===== src/hw/rtl/cpdt_pkg.sv =====
`timescale 1ns / 1ps
// cpdt_pkg: shared types and constants of the constant pool dedup table
// no dependencies

package cpdt_pkg;

  localparam int unsigned IDX_W  = 10;
  localparam int unsigned STAT_W = 2;

  typedef logic [STAT_W-1:0] status_t;

  localparam status_t ST_FOUND = 2'd0;
  localparam status_t ST_ADDED = 2'd1;
  localparam status_t ST_FULL  = 2'd2;

  typedef enum logic [1:0] {
    S_IDLE,
    S_SCAN,
    S_RESOLVE,
    S_DONE
  } state_t;

  typedef struct packed {
    status_t            status;
    logic [IDX_W-1:0]   index;
  } res_t;

endpackage


===== src/hw/rtl/cpdt_seq.sv =====
`timescale 1ns / 1ps
// cpdt_seq: search sequencer with the shared compare unit and fill count
// depends on cpdt_pkg

module cpdt_seq #(
  parameter int unsigned DEPTH       = 1024,
  parameter int unsigned VALUE_WIDTH = 32,
  parameter int unsigned AW          = $clog2(DEPTH),
  parameter int unsigned CW          = $clog2(DEPTH + 1)
) (
  input  logic                   clk,
  input  logic                   rst_n,
  input  logic                   in_valid,
  output logic                   in_ready,
  input  logic [VALUE_WIDTH-1:0] in_value,
  output logic                   mem_rd_en,
  output logic [AW-1:0]          mem_rd_addr,
  input  logic [VALUE_WIDTH-1:0] mem_rd_data,
  output logic                   mem_we,
  output logic [AW-1:0]          mem_wr_addr,
  output logic [VALUE_WIDTH-1:0] mem_wr_data,
  output logic                   res_valid,
  input  logic                   res_ready,
  output cpdt_pkg::res_t         res
);

  import cpdt_pkg::*;

  state_t                 state_r, state_nxt;
  logic [VALUE_WIDTH-1:0] val_r;
  logic [CW-1:0]          used_r;
  logic [CW-1:0]          addr_r;
  logic                   pend_r;
  logic [CW-1:0]          pend_addr_r;
  logic [CW-1:0]          pos_r;
  status_t                status_r;

  logic                   issue;
  logic                   hit;
  logic                   scan_done;
  logic                   has_room;
  logic [CW+IDX_W-1:0]    pos_ext;

  assign issue     = (state_r == S_SCAN) && (addr_r < used_r);
  assign hit       = (state_r == S_SCAN) && pend_r && (mem_rd_data == val_r);
  assign scan_done = (state_r == S_SCAN) && !issue && !pend_r;
  assign has_room  = used_r < CW'(DEPTH);
  assign pos_ext   = {{IDX_W{1'b0}}, pos_r};

  // next state
  always_comb begin
    state_nxt = state_r;
    unique case (state_r)
      S_IDLE: begin
        if (in_valid) begin
          state_nxt = (in_value == '0) ? S_DONE : S_SCAN;
        end
      end
      S_SCAN: begin
        if (hit) begin
          state_nxt = S_DONE;
        end else if (scan_done) begin
          state_nxt = S_RESOLVE;
        end
      end
      S_RESOLVE: state_nxt = S_DONE;
      S_DONE: begin
        if (res_ready) begin
          state_nxt = S_IDLE;
        end
      end
      default: state_nxt = S_IDLE;
    endcase
  end

  // outputs
  always_comb begin
    in_ready     = (state_r == S_IDLE);
    mem_rd_en    = issue;
    mem_rd_addr  = addr_r[AW-1:0];
    mem_we       = (state_r == S_RESOLVE) && has_room;
    mem_wr_addr  = used_r[AW-1:0];
    mem_wr_data  = val_r;
    res_valid    = (state_r == S_DONE);
    res.index    = pos_ext[IDX_W-1:0];
    res.status   = status_r;
  end

  always_ff @(posedge clk) begin
    if (!rst_n) begin
      state_r <= S_IDLE;
      used_r  <= CW'(1);
      pend_r  <= 1'b0;
    end else begin
      state_r <= state_nxt;
      unique case (state_r)
        S_IDLE: begin
          pend_r <= 1'b0;
        end
        S_SCAN: begin
          pend_r <= issue && !hit;
        end
        S_RESOLVE: begin
          pend_r <= 1'b0;
          if (has_room) begin
            used_r <= used_r + CW'(1);
          end
        end
        S_DONE: begin
          pend_r <= 1'b0;
        end
        default: pend_r <= 1'b0;
      endcase
    end
  end

  // payload
  always_ff @(posedge clk) begin
    unique case (state_r)
      S_IDLE: begin
        if (in_valid) begin
          val_r    <= in_value;
          addr_r   <= CW'(1);
          pos_r    <= '0;
          status_r <= ST_FOUND;
        end
      end
      S_SCAN: begin
        pend_addr_r <= addr_r;
        if (issue) begin
          addr_r <= addr_r + CW'(1);
        end
        if (hit) begin
          pos_r    <= pend_addr_r;
          status_r <= ST_FOUND;
        end
      end
      S_RESOLVE: begin
        if (has_room) begin
          pos_r    <= used_r;
          status_r <= ST_ADDED;
        end else begin
          pos_r    <= '0;
          status_r <= ST_FULL;
        end
      end
      S_DONE: begin
      end
      default: begin
      end
    endcase
  end

endmodule


===== config.mk =====
export PLATFORM = sky130hd
export DESIGN_NAME = cpdt_seq
export DESIGN_NICKNAME = d
export VERILOG_FILES = /design/src/hw/rtl/cpdt_pkg.sv /design/src/hw/rtl/cpdt_seq.sv
export SDC_FILE = /design/constraint.sdc
export NUM_CORES = 1
export LEC_CHECK = 0
export BUFFER_PORTS_ARGS = -buffer_cell sky130_fd_sc_hd__buf_2
export CAP_MARGIN = 0
export CORE_AREA = 2 2 89 91
export CTS_CLUSTER_SIZE = 20
export DETAILED_ROUTE_END_ITERATION = 7
export DIE_AREA = 0 0 91 93
export PLACE_DENSITY_LB_ADDON = 0.2
export SYNTH_ARGS = -nofsm -noshare
export SYNTH_HDL_FRONTEND = slang
export SYNTH_SLANG_ARGS = --single-unit

===== constraint.sdc =====
create_clock -name clk -period 5.16 [get_ports clk]
set_input_delay 1.29 -clock clk [delete_from_list [all_inputs] [get_ports clk]]
set_output_delay 1.29 -clock clk [all_outputs]
set_load 0.03 [all_outputs]

==> flow_metrics.tcl <==
set metrics [dict create \
    path_max_fanout 8 \
    rsz0062_at_grt "no" \
    slew_headroom 0.669 \
    ys_seq_area_frac 0.566 \
    cts_tree "built" \
    synth-edff-count 65 \
    insertion_delay_ps 350 \
    synth_top_family_by_area "simple AND/OR/NAND/NOR gates" \
    cts_made_buffers 9 \
    diodes 0 \
    skew_ps 6.42 \
    grt_start_max_net_pins 33 \
    grt_first_pass_wirelength_mm 13.7 \
    synth_xor_area_frac 0.100 \
    postCtsSetupRepairBufs 0 \
    wl_per_cell_microns 15.0 \
    yosysTopAreaCell "edfxtp_1" \
    synthArstFlopShare 0 \
    initial_utilization 0.524 \
    grt_pass1_vias 2841 \
    area_growth_pct 22.0 \
    grt_usage 0.210 \
    crit_path_start_kind "flip-flop" \
    drt_iter0_markers 146 \
    htree_levels 3 \
    synthesis.area_sq_mm 0.00394 \
    outcome "completed" \
    muxShareOfSynthArea 0.00254 \
    first_pass_iters 4 \
    clockBufferDepth 2 \
    final_cells 565 \
    finalPower_mw 2.52 \
    ant_nets 0 \
    coreArea_sq_mm 0.00753 \
    dp_cells 549 \
    leakage_nw 1.94 \
    synth_top_area_share 0.495 \
    cp_data_arrival_time_ps 2170 \
    hpwl_mm 6.57 \
    hp-class "flip-flop to flip-flop" \
    ir_drop_uv 267 \
    io_pins 136 \
    die_w_microns 91 \
    ctsHoldBuffers 0 \
    required_ps 3870 \
    period_minus_slack_ps 3460 \
    fmax_mhz 289 \
    tns_ps 0 \
    yosys-top-cells-area "edfxtp_1, xor2_1, dfxtp_1" \
    worst_pin_slew_ps 497 \
    overflow 0 \
    slew_viol_final 0 \
    totalWireLength_mm 8.46 \
    clk_pin_slew_ps 80 \
    via_count 2857 \
    syn_nets 419 \
    synth-compound-area-share 0.0619 \
    avgSynthCellArea_sq_um 11.8 \
    die_h_microns 93 \
    synthAdderAreaFrac 0.0508 \
    post-route-util 0.639 \
    finalSetupViolations 0 \
    antenna_found_initial 0 \
    yosys_warnings 0 \
    place_congestion 0.969 \
    p_per_area_mw_per_mm2 524 \
    ys_ff_latch 79 \
    vias_per_cell 5.06 \
    drive_above_1_share 0.339 \
    drc_errors 0 \
    synthFlopType "edfxtp_1" \
    rows 32 \
    yosys.area_share.simple 0.160 \
    root_buffer "clkbuf_8" \
    cts_num_sinks 79 \
    cts_resized 0 \
    nets 542 \
    synth_cells 335 \
    cp-end-kind "primary output" \
    critPathKind "flip-flop to primary output" \
    synth.distinct_cells 34 \
    hold_viol 0 \
    die_area_sq_mm 0.00846 \
    portBuffers 135 \
    cap_violations 0 \
    period_share 0.671 \
]
## flip-flops by register name (all words and copies together) (netlist names)
signal / flops
pos_r: 10
mem_wr_data: 32
addr_r: 11
status_r: 2
pend_r: 1
used_r: 11
state_r: 2
pend_addr_r: 10
## Yosys cell counts, types with 3 or more instances
| library cell | instances |
|---|---|
| or3_1 | 5 |
| nand2_1 | 18 |
| xnor2_1 | 9 |
| nand3_1 | 6 |
| xor2_1 | 36 |
| and3_1 | 5 |
| a21oi_1 | 12 |
| clkbuf_1 | 3 |
| buf_4 | 20 |
| edfxtp_1 | 65 |
| and2_1 | 9 |
| nor4_1 | 19 |
| a22oi_1 | 10 |
| nor3_1 | 7 |
| ha_1 | 16 |
| nor2_1 | 16 |
| nor2b_1 | 17 |
| nand4_1 | 7 |
| inv_1 | 13 |
| o21ai_0 | 9 |
| dfxtp_1 | 14 |
## cell usage in the layout (no fill, tap or decap), types with 6 or more instances in the layout
master | synthesis | layout
buf_2 | 2 | 135
edfxtp_1 | 65 | 65
xor2_1 | 36 | 36
nor4_1 | 19 | 19
nand2_1 | 18 | 18
nor2b_1 | 17 | 17
nor2_1 | 16 | 16
ha_1 | 16 | 16
dfxtp_1 | 14 | 14
inv_1 | 13 | 13
a21oi_1 | 12 | 12
a22oi_1 | 10 | 10
o21ai_0 | 9 | 9
and2_1 | 9 | 9
xnor2_1 | 9 | 9
clkbuf_8 | 0 | 9
nand4_1 | 7 | 7
nor3_1 | 7 | 7
nand3_1 | 6 | 6
## layout make-up
class / instances / area, sq um
clock buffers: 11 / 153
inverters: 13 / 48.8
flip-flops and latches: 79 / 2230
multi-input cells: 216 / 1480
repair buffers: 139 / 706
fillers: 631 / 2720
clock inverters: 5 / 61.3
well taps: 102 / 128
## worst max-delay path: stages (launching register included)
cell and delay, ps:
edfxtp_1 520, ha_1 350, a21oi_1 130, o21ai_0 120
a21oi_1 230, nand2_1 150, nor2_1 110, buf_2 210
## metrics by stage
step	hold slack [ps]	setup WS, ps	area, sq um
floorplan	483	2160	3940
global placement	505	1980	4590
detailed placement	511	1960	4590
CTS	522	1700	4810
global route	569	1470	4810
finish	516	1700	4810
## layer usage
layer	vias to the layer above	track usage	share of wire
li1	1440	-	-
met1	1290	0.285	0.45
met2	111	0.325	0.46
met3	16	0.0492	0.072
met4	0	0.0909	0.023
met5	-	0	0
## cells by family after synthesis
kind of cell	Yosys count
xor gates and xnor gates	45
buffers and inverters	40
AOI/OAI and AO/OA	39
muxes	1
and+or+nand+nor	115
adders and majority gates	16
DFF	79
## worst paths after layout
check	from	to	slack, ps	depth (start not counted)
worst min register to register	state_r[1]	state_r[1]	520	2
worst max register to register	state_r[1]	pos_r[6]	2850	8
worst min-delay path	state_r[1]	state_r[1]	520	2
worst max-delay path	addr_r[2]	mem_rd_en	1700	7
## power breakdown
| group | leakage, nW | total [mW] | internal [mW] | switching, mW |
|---|---|---|---|---|
| Combinational | 1.08 | 0.963 | 0.307 | 0.657 |
| Sequential | 0.746 | 1.07 | 0.941 | 0.126 |
| Clock | 0.106 | 0.489 | 0.257 | 0.233 |
| Total | 1.94 | 2.52 | 1.50 | 1.02 |
No activity file was read; power rests on OpenSTA's default activity.
